$ cat src/hw/rtl/ictsp_pkg.sv
// ----------------------------------------------------------------------------
// Inline color tag stripper package
// Shared widths, character codes, command/status types and hex helpers.
// ----------------------------------------------------------------------------
package ictsp_pkg;

  localparam int unsigned UNIT_W       = 16;
  localparam int unsigned COLOR_W      = 32;
  localparam int unsigned HOLD_DEPTH   = 10;
  localparam int unsigned CNT_W        = $clog2(HOLD_DEPTH + 1);
  localparam int unsigned SHORT_DIGITS = 6;
  localparam int unsigned LONG_DIGITS  = 8;

  localparam logic [COLOR_W-1:0] OPAQUE_ALPHA = 32'hFF00_0000;
  localparam logic [UNIT_W-1:0]  OPEN_BRACE   = 16'h007B;
  localparam logic [UNIT_W-1:0]  CLOSE_BRACE  = 16'h007D;

  typedef enum logic [1:0] {
    ACT_STOP,
    ACT_EMIT,
    ACT_TAG6,
    ACT_TAG8
  } act_e;

  typedef enum logic [1:0] {
    FORM_WAIT,
    FORM_FAIL,
    FORM_MATCH
  } form_e;

  typedef struct packed {
    logic load;
    logic step;
    logic finish;
  } cmd_t;

  typedef struct packed {
    act_e act;
    logic pend_v;
    logic last;
    logic out_free;
  } status_t;

  function automatic logic is_hex(input logic [UNIT_W-1:0] u);
    return (u >= 16'h0030 && u <= 16'h0039) ||
           (u >= 16'h0041 && u <= 16'h0046) ||
           (u >= 16'h0061 && u <= 16'h0066);
  endfunction

  function automatic logic [3:0] hex_val(input logic [UNIT_W-1:0] u);
    logic [3:0] v;
    if (u >= 16'h0030 && u <= 16'h0039) begin
      v = u[3:0];
    end else if (is_hex(u)) begin
      v = 4'(u[3:0] + 4'd9);
    end else begin
      v = 4'd0;
    end
    return v;
  endfunction

endpackage

$ cat src/hw/rtl/ictsp_in_if.sv
// ----------------------------------------------------------------------------
// Input channel interface
// Valid/ready channel carrying one code unit of a message.
// ----------------------------------------------------------------------------
interface ictsp_in_if;
  logic                           valid;
  logic                           ready;
  logic [ictsp_pkg::UNIT_W-1:0]   code_unit;
  logic [ictsp_pkg::COLOR_W-1:0]  message_color;
  logic                           message_last;

  modport source (output valid, code_unit, message_color, message_last, input ready);
  modport sink   (input valid, code_unit, message_color, message_last, output ready);
endinterface

$ cat src/hw/rtl/ictsp_out_if.sv
// ----------------------------------------------------------------------------
// Output channel interface
// Valid/ready channel carrying one visible code unit with its color.
// ----------------------------------------------------------------------------
interface ictsp_out_if;
  logic                           valid;
  logic                           ready;
  logic [ictsp_pkg::UNIT_W-1:0]   out_unit;
  logic [ictsp_pkg::COLOR_W-1:0]  out_color;
  logic                           has_unit;
  logic                           message_end;
  logic                           run_last;

  modport source (output valid, out_unit, out_color, has_unit, message_end, run_last,
                  input ready);
  modport sink   (input valid, out_unit, out_color, has_unit, message_end, run_last,
                  output ready);
endinterface

$ cat src/hw/rtl/ictsp_datapath.sv
// ----------------------------------------------------------------------------
// Tag stripper datapath
// Lookahead buffer, tag decode, running color, pending result and output
// register. One scan action is applied per step command.
// ----------------------------------------------------------------------------
module ictsp_datapath (
  input  logic                          clk_i,
  input  logic                          rst_ni,
  input  ictsp_pkg::cmd_t               cmd_i,
  output ictsp_pkg::status_t            status_o,
  input  logic [ictsp_pkg::UNIT_W-1:0]  code_unit_i,
  input  logic [ictsp_pkg::COLOR_W-1:0] message_color_i,
  input  logic                          message_last_i,
  input  logic                          out_ready_i,
  output logic                          out_valid_o,
  output logic [ictsp_pkg::UNIT_W-1:0]  out_unit_o,
  output logic [ictsp_pkg::COLOR_W-1:0] out_color_o,
  output logic                          has_unit_o,
  output logic                          message_end_o,
  output logic                          run_last_o
);
  import ictsp_pkg::*;

  logic [UNIT_W-1:0]  hold_q [HOLD_DEPTH];
  logic [CNT_W-1:0]   cnt_q, cnt_d;
  logic [COLOR_W-1:0] color_q, color_d;
  logic               mid_q, mid_d;
  logic               last_q, last_d;
  logic               pend_v_q, pend_v_d;
  logic [UNIT_W-1:0]  pend_unit_q, pend_unit_d;
  logic [COLOR_W-1:0] pend_color_q, pend_color_d;

  logic               out_v_q, out_v_d;
  logic [UNIT_W-1:0]  out_unit_q, out_unit_d;
  logic [COLOR_W-1:0] out_color_q, out_color_d;
  logic               out_has_q, out_has_d;
  logic               out_end_q, out_end_d;
  logic               out_rl_q, out_rl_d;

  logic [HOLD_DEPTH-1:0]     hex_ok;
  logic [HOLD_DEPTH-1:0]     present;
  logic [4*SHORT_DIGITS-1:0] val6;
  logic [4*LONG_DIGITS-1:0]  val8;
  form_e                     form6, form8;
  act_e                      act;
  logic                      push_mid, push_fin, out_free;

  // Per-position decode of the held units.
  always_comb begin
    for (int i = 0; i < HOLD_DEPTH; i++) begin
      hex_ok[i]  = is_hex(hold_q[i]);
      present[i] = (CNT_W'(i) < cnt_q);
    end
    val6 = '0;
    for (int i = 1; i <= SHORT_DIGITS; i++) begin
      val6 = {val6[4*SHORT_DIGITS-5:0], hex_val(hold_q[i])};
    end
    val8 = '0;
    for (int i = 1; i <= LONG_DIGITS; i++) begin
      val8 = {val8[4*LONG_DIGITS-5:0], hex_val(hold_q[i])};
    end
  end

  // A form fails on any present non-digit, waits while its closing brace
  // has not arrived, and otherwise matches on a closing brace.
  always_comb begin
    if (|(present[SHORT_DIGITS:1] & ~hex_ok[SHORT_DIGITS:1])) begin
      form6 = FORM_FAIL;
    end else if (cnt_q <= CNT_W'(SHORT_DIGITS + 1)) begin
      form6 = FORM_WAIT;
    end else if (hold_q[SHORT_DIGITS+1] == CLOSE_BRACE) begin
      form6 = FORM_MATCH;
    end else begin
      form6 = FORM_FAIL;
    end

    if (|(present[LONG_DIGITS:1] & ~hex_ok[LONG_DIGITS:1])) begin
      form8 = FORM_FAIL;
    end else if (cnt_q <= CNT_W'(LONG_DIGITS + 1)) begin
      form8 = FORM_WAIT;
    end else if (hold_q[LONG_DIGITS+1] == CLOSE_BRACE) begin
      form8 = FORM_MATCH;
    end else begin
      form8 = FORM_FAIL;
    end
  end

  // Scan decision for the head of the buffer. At message end a waiting
  // form counts as failed.
  always_comb begin
    if (cnt_q == '0) begin
      act = ACT_STOP;
    end else if (hold_q[0] != OPEN_BRACE) begin
      act = ACT_EMIT;
    end else if (form6 == FORM_MATCH) begin
      act = ACT_TAG6;
    end else if (form6 == FORM_WAIT && !last_q) begin
      act = ACT_STOP;
    end else if (form8 == FORM_MATCH) begin
      act = ACT_TAG8;
    end else if (form8 == FORM_WAIT && !last_q) begin
      act = ACT_STOP;
    end else begin
      act = ACT_EMIT;
    end
  end

  assign out_free = !out_v_q || out_ready_i;
  assign push_mid = cmd_i.step && (act == ACT_EMIT) && pend_v_q;
  assign push_fin = cmd_i.finish && (pend_v_q || last_q);

  assign status_o.act      = act;
  assign status_o.pend_v   = pend_v_q;
  assign status_o.last     = last_q;
  assign status_o.out_free = out_free;

  always_comb begin
    cnt_d        = cnt_q;
    color_d      = color_q;
    mid_d        = mid_q;
    last_d       = last_q;
    pend_v_d     = pend_v_q;
    pend_unit_d  = pend_unit_q;
    pend_color_d = pend_color_q;

    if (cmd_i.load) begin
      cnt_d  = CNT_W'(cnt_q + 1'b1);
      last_d = message_last_i;
      mid_d  = 1'b1;
      if (!mid_q) begin
        color_d = message_color_i;
      end
    end else if (cmd_i.step) begin
      unique case (act)
        ACT_EMIT: begin
          cnt_d        = CNT_W'(cnt_q - 1'b1);
          pend_v_d     = 1'b1;
          pend_unit_d  = hold_q[0];
          pend_color_d = color_q;
        end
        ACT_TAG6: begin
          cnt_d   = CNT_W'(cnt_q - CNT_W'(SHORT_DIGITS + 2));
          color_d = OPAQUE_ALPHA | COLOR_W'(val6);
        end
        ACT_TAG8: begin
          cnt_d   = CNT_W'(cnt_q - CNT_W'(LONG_DIGITS + 2));
          color_d = val8;
        end
        default: begin
        end
      endcase
    end else if (cmd_i.finish) begin
      pend_v_d = 1'b0;
      if (last_q) begin
        mid_d = 1'b0;
        cnt_d = '0;
      end
    end
  end

  always_comb begin
    out_v_d     = out_v_q && !out_ready_i;
    out_unit_d  = out_unit_q;
    out_color_d = out_color_q;
    out_has_d   = out_has_q;
    out_end_d   = out_end_q;
    out_rl_d    = out_rl_q;
    if (push_mid) begin
      out_v_d     = 1'b1;
      out_unit_d  = pend_unit_q;
      out_color_d = pend_color_q;
      out_has_d   = 1'b1;
      out_end_d   = 1'b0;
      out_rl_d    = 1'b0;
    end else if (push_fin) begin
      // Without a pending unit this is the end-only marker.
      out_v_d     = 1'b1;
      out_unit_d  = pend_v_q ? pend_unit_q : '0;
      out_color_d = pend_v_q ? pend_color_q : '0;
      out_has_d   = pend_v_q;
      out_end_d   = last_q;
      out_rl_d    = 1'b1;
    end
  end

  always_ff @(posedge clk_i or negedge rst_ni) begin
    if (!rst_ni) begin
      cnt_q    <= '0;
      color_q  <= '0;
      mid_q    <= 1'b0;
      last_q   <= 1'b0;
      pend_v_q <= 1'b0;
      out_v_q  <= 1'b0;
    end else begin
      cnt_q    <= cnt_d;
      color_q  <= color_d;
      mid_q    <= mid_d;
      last_q   <= last_d;
      pend_v_q <= pend_v_d;
      out_v_q  <= out_v_d;
    end
  end

  always_ff @(posedge clk_i) begin
    pend_unit_q  <= pend_unit_d;
    pend_color_q <= pend_color_d;
    out_unit_q   <= out_unit_d;
    out_color_q  <= out_color_d;
    out_has_q    <= out_has_d;
    out_end_q    <= out_end_d;
    out_rl_q     <= out_rl_d;
  end

  // Lookahead buffer: append at the fill count; emit and TAG6 drop from front.
  always_ff @(posedge clk_i) begin
    if (cmd_i.load) begin
      hold_q[cnt_q] <= code_unit_i;
    end else if (cmd_i.step) begin
      unique case (act)
        ACT_EMIT: begin
          for (int i = 0; i < HOLD_DEPTH - 1; i++) begin
            hold_q[i] <= hold_q[i+1];
          end
        end
        ACT_TAG6: begin
          for (int i = 0; i < HOLD_DEPTH - (SHORT_DIGITS + 2); i++) begin
            hold_q[i] <= hold_q[i+SHORT_DIGITS+2];
          end
        end
        default: begin
        end
      endcase
    end
  end

  assign out_valid_o   = out_v_q;
  assign out_unit_o    = out_unit_q;
  assign out_color_o   = out_color_q;
  assign has_unit_o    = out_has_q;
  assign message_end_o = out_end_q;
  assign run_last_o    = out_rl_q;

  a_cnt_range: assert property (@(posedge clk_i) disable iff (!rst_ni)
    cnt_q <= CNT_W'(HOLD_DEPTH))
    else $error("lookahead fill count out of range");

  a_step_shrinks: assert property (@(posedge clk_i) disable iff (!rst_ni)
    cmd_i.step |=> cnt_q < $past(cnt_q))
    else $error("scan step did not consume any held unit");

  a_end_drained: assert property (@(posedge clk_i) disable iff (!rst_ni)
    (cmd_i.finish && last_q) |-> (act == ACT_STOP && cnt_q == '0))
    else $error("message closed with units still held");

  a_end_is_last: assert property (@(posedge clk_i) disable iff (!rst_ni)
    (out_v_q && out_end_q) |-> out_rl_q)
    else $error("message end result not marked as last of its run");

endmodule

$ cat src/hw/rtl/ictsp_ctrl.sv
// ----------------------------------------------------------------------------
// Tag stripper controller
// Accepts one code unit, then sequences scan steps until the buffer settles
// and closes the run with its final result.
// ----------------------------------------------------------------------------
module ictsp_ctrl (
  input  logic                clk_i,
  input  logic                rst_ni,
  input  logic                in_valid_i,
  output logic                in_ready_o,
  input  ictsp_pkg::status_t  status_i,
  output ictsp_pkg::cmd_t     cmd_o
);
  import ictsp_pkg::*;

  localparam logic ST_IDLE = 1'b0;
  localparam logic ST_SCAN = 1'b1;

  logic state_q, state_d;
  logic need_out;

  assign in_ready_o = (state_q == ST_IDLE);
  assign need_out   = status_i.pend_v || status_i.last;

  always_comb begin
    state_d      = state_q;
    cmd_o.load   = 1'b0;
    cmd_o.step   = 1'b0;
    cmd_o.finish = 1'b0;
    unique case (state_q)
      ST_IDLE: begin
        if (in_valid_i) begin
          cmd_o.load = 1'b1;
          state_d    = ST_SCAN;
        end
      end
      ST_SCAN: begin
        if (status_i.act == ACT_STOP) begin
          if (!need_out || status_i.out_free) begin
            cmd_o.finish = 1'b1;
            state_d      = ST_IDLE;
          end
        end else if (!(status_i.act == ACT_EMIT && status_i.pend_v &&
                       !status_i.out_free)) begin
          // An emit pushes the previous pending unit out, so it waits on
          // the output register; tag consumption never does.
          cmd_o.step = 1'b1;
        end
      end
      default: begin
        state_d = ST_IDLE;
      end
    endcase
  end

  always_ff @(posedge clk_i or negedge rst_ni) begin
    if (!rst_ni) begin
      state_q <= ST_IDLE;
    end else begin
      state_q <= state_d;
    end
  end

endmodule

$ cat src/hw/rtl/inline_color_tag_stripper.sv
// ----------------------------------------------------------------------------
// Inline color tag stripper
// Removes {RRGGBB} and {AARRGGBB} color tags from a UTF-16 stream and tags
// each visible code unit with the color in force.
// ----------------------------------------------------------------------------
// Throughput: a new code unit is accepted only after the previous one has been
//   loaded, scanned in steps (one per emitted unit or consumed tag) and
//   finished; the sequencer applies one scan action per cycle, and an emit
//   or the finish waits while it has a result to push and the output is full.
// Reset: asynchronous, active low; clears the controller, fill count, color
//   and valid flags. Held units are not cleared.
module inline_color_tag_stripper (
  input  logic        clk_i,
  input  logic        rst_ni,
  ictsp_in_if.sink    in_i,
  ictsp_out_if.source out_o
);
  import ictsp_pkg::*;

  cmd_t    cmd;
  status_t status;
  logic    in_ready;

  assign in_i.ready = in_ready;

  ictsp_ctrl u_ctrl (
    .clk_i      (clk_i),
    .rst_ni     (rst_ni),
    .in_valid_i (in_i.valid),
    .in_ready_o (in_ready),
    .status_i   (status),
    .cmd_o      (cmd)
  );

  ictsp_datapath u_datapath (
    .clk_i           (clk_i),
    .rst_ni          (rst_ni),
    .cmd_i           (cmd),
    .status_o        (status),
    .code_unit_i     (in_i.code_unit),
    .message_color_i (in_i.message_color),
    .message_last_i  (in_i.message_last),
    .out_ready_i     (out_o.ready),
    .out_valid_o     (out_o.valid),
    .out_unit_o      (out_o.out_unit),
    .out_color_o     (out_o.out_color),
    .has_unit_o      (out_o.has_unit),
    .message_end_o   (out_o.message_end),
    .run_last_o      (out_o.run_last)
  );

endmodule
$ cat src/flat_wrapper.sv
// flat-port wrapper written by rule: the top's interface ports become plain ports
module inline_color_tag_stripper_flat import ictsp_pkg::*;
  (clk_i, rst_ni, in_i_valid, in_i_code_unit, in_i_message_color, in_i_message_last, in_i_ready, out_o_valid, out_o_out_unit, out_o_out_color, out_o_has_unit, out_o_message_end, out_o_run_last, out_o_ready);
  ictsp_in_if in_i_i ();
  ictsp_out_if out_o_i ();
  input  logic clk_i;
  input  logic rst_ni;
  input wire logic [$bits(in_i_i.valid)-1:0] in_i_valid;
  input wire logic [$bits(in_i_i.code_unit)-1:0] in_i_code_unit;
  input wire logic [$bits(in_i_i.message_color)-1:0] in_i_message_color;
  input wire logic [$bits(in_i_i.message_last)-1:0] in_i_message_last;
  output wire logic [$bits(in_i_i.ready)-1:0] in_i_ready;
  output wire logic [$bits(out_o_i.valid)-1:0] out_o_valid;
  output wire logic [$bits(out_o_i.out_unit)-1:0] out_o_out_unit;
  output wire logic [$bits(out_o_i.out_color)-1:0] out_o_out_color;
  output wire logic [$bits(out_o_i.has_unit)-1:0] out_o_has_unit;
  output wire logic [$bits(out_o_i.message_end)-1:0] out_o_message_end;
  output wire logic [$bits(out_o_i.run_last)-1:0] out_o_run_last;
  input wire logic [$bits(out_o_i.ready)-1:0] out_o_ready;
  assign in_i_i.valid = in_i_valid;
  assign in_i_i.code_unit = in_i_code_unit;
  assign in_i_i.message_color = in_i_message_color;
  assign in_i_i.message_last = in_i_message_last;
  assign in_i_ready = in_i_i.ready;
  assign out_o_valid = out_o_i.valid;
  assign out_o_out_unit = out_o_i.out_unit;
  assign out_o_out_color = out_o_i.out_color;
  assign out_o_has_unit = out_o_i.has_unit;
  assign out_o_message_end = out_o_i.message_end;
  assign out_o_run_last = out_o_i.run_last;
  assign out_o_i.ready = out_o_ready;
  inline_color_tag_stripper u_core (.clk_i(clk_i), .rst_ni(rst_ni), .in_i(in_i_i), .out_o(out_o_i));
endmodule
$ cat config.mk
export PLATFORM = sky130hd
export DESIGN_NAME = inline_color_tag_stripper_flat
export DESIGN_NICKNAME = d
export VERILOG_FILES = /design/src/hw/rtl/ictsp_pkg.sv /design/src/hw/rtl/ictsp_in_if.sv /design/src/hw/rtl/ictsp_out_if.sv /design/src/hw/rtl/ictsp_datapath.sv /design/src/hw/rtl/ictsp_ctrl.sv /design/src/hw/rtl/inline_color_tag_stripper.sv /design/src/flat_wrapper.sv
export SDC_FILE = /design/constraint.sdc
export NUM_CORES = 1
export LEC_CHECK = 0
export BUFFER_PORTS_ARGS = -buffer_cell sky130_fd_sc_hd__buf_2
export CAP_MARGIN = 20
export CORE_UTILIZATION = 55
export CTS_CLUSTER_SIZE = 8
export DETAILED_ROUTE_END_ITERATION = 16
export HOLD_SLACK_MARGIN = 0.15
export PLACE_DENSITY = 0.77
export SLEW_MARGIN = 20
export SYNTH_ARGS = -nofsm -noshare
export SYNTH_HDL_FRONTEND = slang
export SYNTH_HIERARCHICAL = 1
export SYNTH_SLANG_ARGS = --single-unit
export TNS_END_PERCENT = 100
$ cat constraint.sdc
create_clock -name clk_i -period 4.36 [get_ports clk_i]
set_input_delay 0.218 -clock clk_i [delete_from_list [all_inputs] [get_ports clk_i]]
set_output_delay 0.218 -clock clk_i [all_outputs]
set_load 0.02 [all_outputs]
==> metrics.md <==
| Metric | Value |
|---|---|
| P_leak | 6.848 nW |
| Yosys warning count | 6 |
| Main synth FF type | edfxtp_1 |
| Drt total wl | 38300 µm |
| Status | complete, no violations |
| Final setup vio count | 0 |
| Clock Skew | 18.95 ps |
| Area growth, synth to finish | 20.94% |
| Fmax | 244.4 MHz |
| Worst vdd ir | 0.0006184 V |
| WP data arrival | 4370 ps |
| Vias in the first global route | 10710 |
| Antenna-violating nets left | 0 |
| Synthesized area | 0.01433 mm² |
| Reg area | 0.008773 mm² |
| Slew HR | 0.3685 |
| Multi-input logic area | 0.005218 mm² |
| Post-route setup slack | 268.8 ps |
| GPL Wtd Cong | 0.9229 |
| Starting Density | 0.5640 |
| Post-synth cell types | 87 |
| DR vias | 10950 |
| Num CTS Buffers | 43 |
| Final non-filler cell total | 1824 |
| Commonest non-fill, non-tap cell in the layout | nand2_1 |
| TritonCTS clock tree | yes |
| Flop2flop setup slack | 270 ps |
| Core area | 0.02540 mm² |
| Pre-CTS setup slack | 161.4 ps |
| Worst-path clk slew | 50 ps |
| Dpl cells | 1705 |
| Fin Hold WS | 187.4 ps |
| Commonest cells after routing, fill and taps aside | nand2_1, edfxtp_1, buf_2 |
| Total Power | 15.55 mW |
| #FFs+latches synth | 300 |
| Detailed Place HPWL | 26050 µm |
| Cell row count | 58 |
| Filler cells | 1832 |
| Drt initial violations | 1083 |
| Worst-Skew Late Latency | 540 ps |
| Crit path top cell by count | nor2_1 |
| CP cell instances | inv_1 > ha_1 > nor3b_1 > or4_1 > a311o_1 > a22oi_2 > nand4_2 > buf_4 > o21ai_1 > inv_1 > a21oi_1 > nor2_1 > nand2_2 > nor2_1 > nand2_2 > inv_4 > nor2_1 > o31ai_2 > buf_4 |
| Share of layout cells above drive strength 1 | 0.1734 |
| Nets@finish | 1572 |
| Element type at the critical path end | flip-flop |
| DRC viols | 0 |
| IO Pins | 106 |
| Worst Hold Class | in -> reg |
| Number of port buffers | 105 |
| Drt wl/cell | 21.00 µm |
| Die Width | 163.4 µm |
| Crit-path max cell delay | 450 ps |
| Hold Path Depth | 4 |
| FFs w/ async S/R, synth | 0.1367 |
| Max-slew violations | 0 |
| First-pass GRT wire length | 57950 µm |
| Register area share after synthesis | 0.6124 |
| Largest net degree at the start of global routing | 57 |
| Worst EP required | 4640 ps |
| Sum Neg Setup Slack | 0 ps |
| Minimum clock period | 4091 ps |
| Initial antenna violation count | 0 |
| Crit share post-route | 0.9384 |
| Slew @ Worst Pin | 947.2 ps |
| Hold Vio Cnt, Final | 0 |
| Vias per cell | 6.003 |
| ANT cells | 0 |
| CP max stage cell | a311o_1 |
| Die ar. | 0.02670 mm² |
| Die Y | 163.4 µm |
| Maxcap violations | 0 |
| Sink Count | 300 |
| Clk buf depth | 3 |
| Pwr per Cell Area | 897.3 mW/mm² |
| Clock Tree Root | clkbuf_16 |
| Largest fanout on the critical path | 16 |
| Worst r2r path cells | 19 |
| Syn Nets | 1372 |
| Syn Area/Cell | 11.20 µm² |
| Htree depth | 2 |
| Total track usage | 0.2882 |
| EDFF count, synth | 256 |
| Critical Path Start Type | flip-flop |
| CP Class | reg -> reg |
| Pre-antenna DRT Iters | 5 |
| GR Overflow Total | 0 |
| Mapped Cells | 1279 |
[final timing paths]
check                                          startpoint                          endpoint
hold / removal                      in_i_message_color[2]      u_core/u_datapath/color_q[2]
setup / recovery           u_core/u_datapath/hold_q[3][0]    u_core/u_datapath/hold_q[1][1]
setup reg to reg           u_core/u_datapath/hold_q[3][0]    u_core/u_datapath/hold_q[1][1]
hold reg to reg            u_core/u_datapath/hold_q[0][3]  u_core/u_datapath/pend_unit_q[3]
min in group asynchronous                          rst_ni      u_core/u_datapath/color_q[0]
max in group asynchronous                          rst_ni        u_core/u_datapath/pend_v_q
[stage by stage]
step	area, µm²	utilization
finish	17330	0.6822
CTS	17170	0.6760
floorplan	14350	-
global route	17330	0.6822
global placement	15450	0.6083
detailed placement	15450	0.6083
[where the power goes]
part	switching (mW)	total (mW)	internal, mW	leakage, nW
logic	3.84	5.84	2.00	3.28
clock network	1.19	3.03	1.85	0.583
registers	1.08	6.67	5.60	2.99
total	6.10	15.5	9.44	6.85
[state kept, by name (all words and copies together), names as in the netlist, 4 cells and up]
name / count
u_core/u_datapath/out_unit_o: 16
u_core/u_datapath/cnt_q: 4
u_core/u_datapath/color_q: 32
u_core/u_datapath/pend_unit_q: 16
u_core/u_datapath/pend_color_q: 32
u_core/u_datapath/out_color_o: 32
u_core/u_datapath/hold_q: 160
[layout make-up]
type,instances,share of cell area
timing repair buffer,211,0.09193
inverter,32,0.007077
sequential,300,0.5064
clock buffer,56,0.06492
clock inverter,4,0.004766
multi-input combinational,891,0.3011
tap,330,0.02383
[synth_stat cells, types with 6 or more instances]
library cell,number,area [µm²]
o21bai_1,9,67.56
o21ai_1,6,30.03
o21ai_0,50,250.2
clkbuf_1,25,93.84
and2_1,51,319.1
nand3b_1,6,45.04
nor2_1,83,311.6
nand2b_1,10,62.56
nor3_1,22,110.1
o21a_1,14,105.1
nand2_1,293,1100
a21oi_1,99,495.5
nor3b_1,7,52.55
nand4_1,7,43.79
ha_1,40,500.5
nor4_1,10,62.56
edfxtp_1,256,7687
inv_1,28,105.1
or4_1,6,45.04
a22oi_1,7,52.55
nor2b_1,6,37.54
dfrtp_1,41,1026
nand3_1,22,110.1
o211ai_1,19,142.6
mux2i_1,21,210.2
buf_2,21,105.1
[critical path, delay by kind of cell, from the launching register on]
kind | cells | cell delay, ps
flip-flops | 1 | 430
AO/OA/AOI/OAI | 5 | 1130
adder cells (fa/ha/maj) | 1 | 240
AND/OR/NAND/NOR | 8 | 1280
buffers and inverters | 5 | 740
[timing repair]
action / 4_1_cts / 5_1_grt
endpoints found under the hold margin: 97 / 0
gates resized for setup: 0 / 19
setup buffers: 0 / 7
setup endpoints to repair: 0 / 273
hold buffers: 51 / 0
[layer usage]
metal	up-vias	global-route usage	routed length, µm
li1	5003	-	-
met1	5263	0.3721	14910
met2	578	0.4831	18540
met3	106	0.05561	3577
met4	0	0.1049	1266
met5	-	0	0
[kinds of logic (layout without fill, tap and decap cells)]
kind of cell	after synthesis	count (layout)	share of synthesized area
AND/OR/NAND/NOR	562	562	0.1873
adder cells (fa/ha/maj)	40	40	0.03493
multiplexers	25	25	0.01782
flip-flops	300	300	0.6124
AO/OA/AOI/OAI	259	259	0.1160
XOR/XNOR	5	5	0.003057
buffers and inverters	88	303	0.02856
Power figures use the tool's default switching activity.
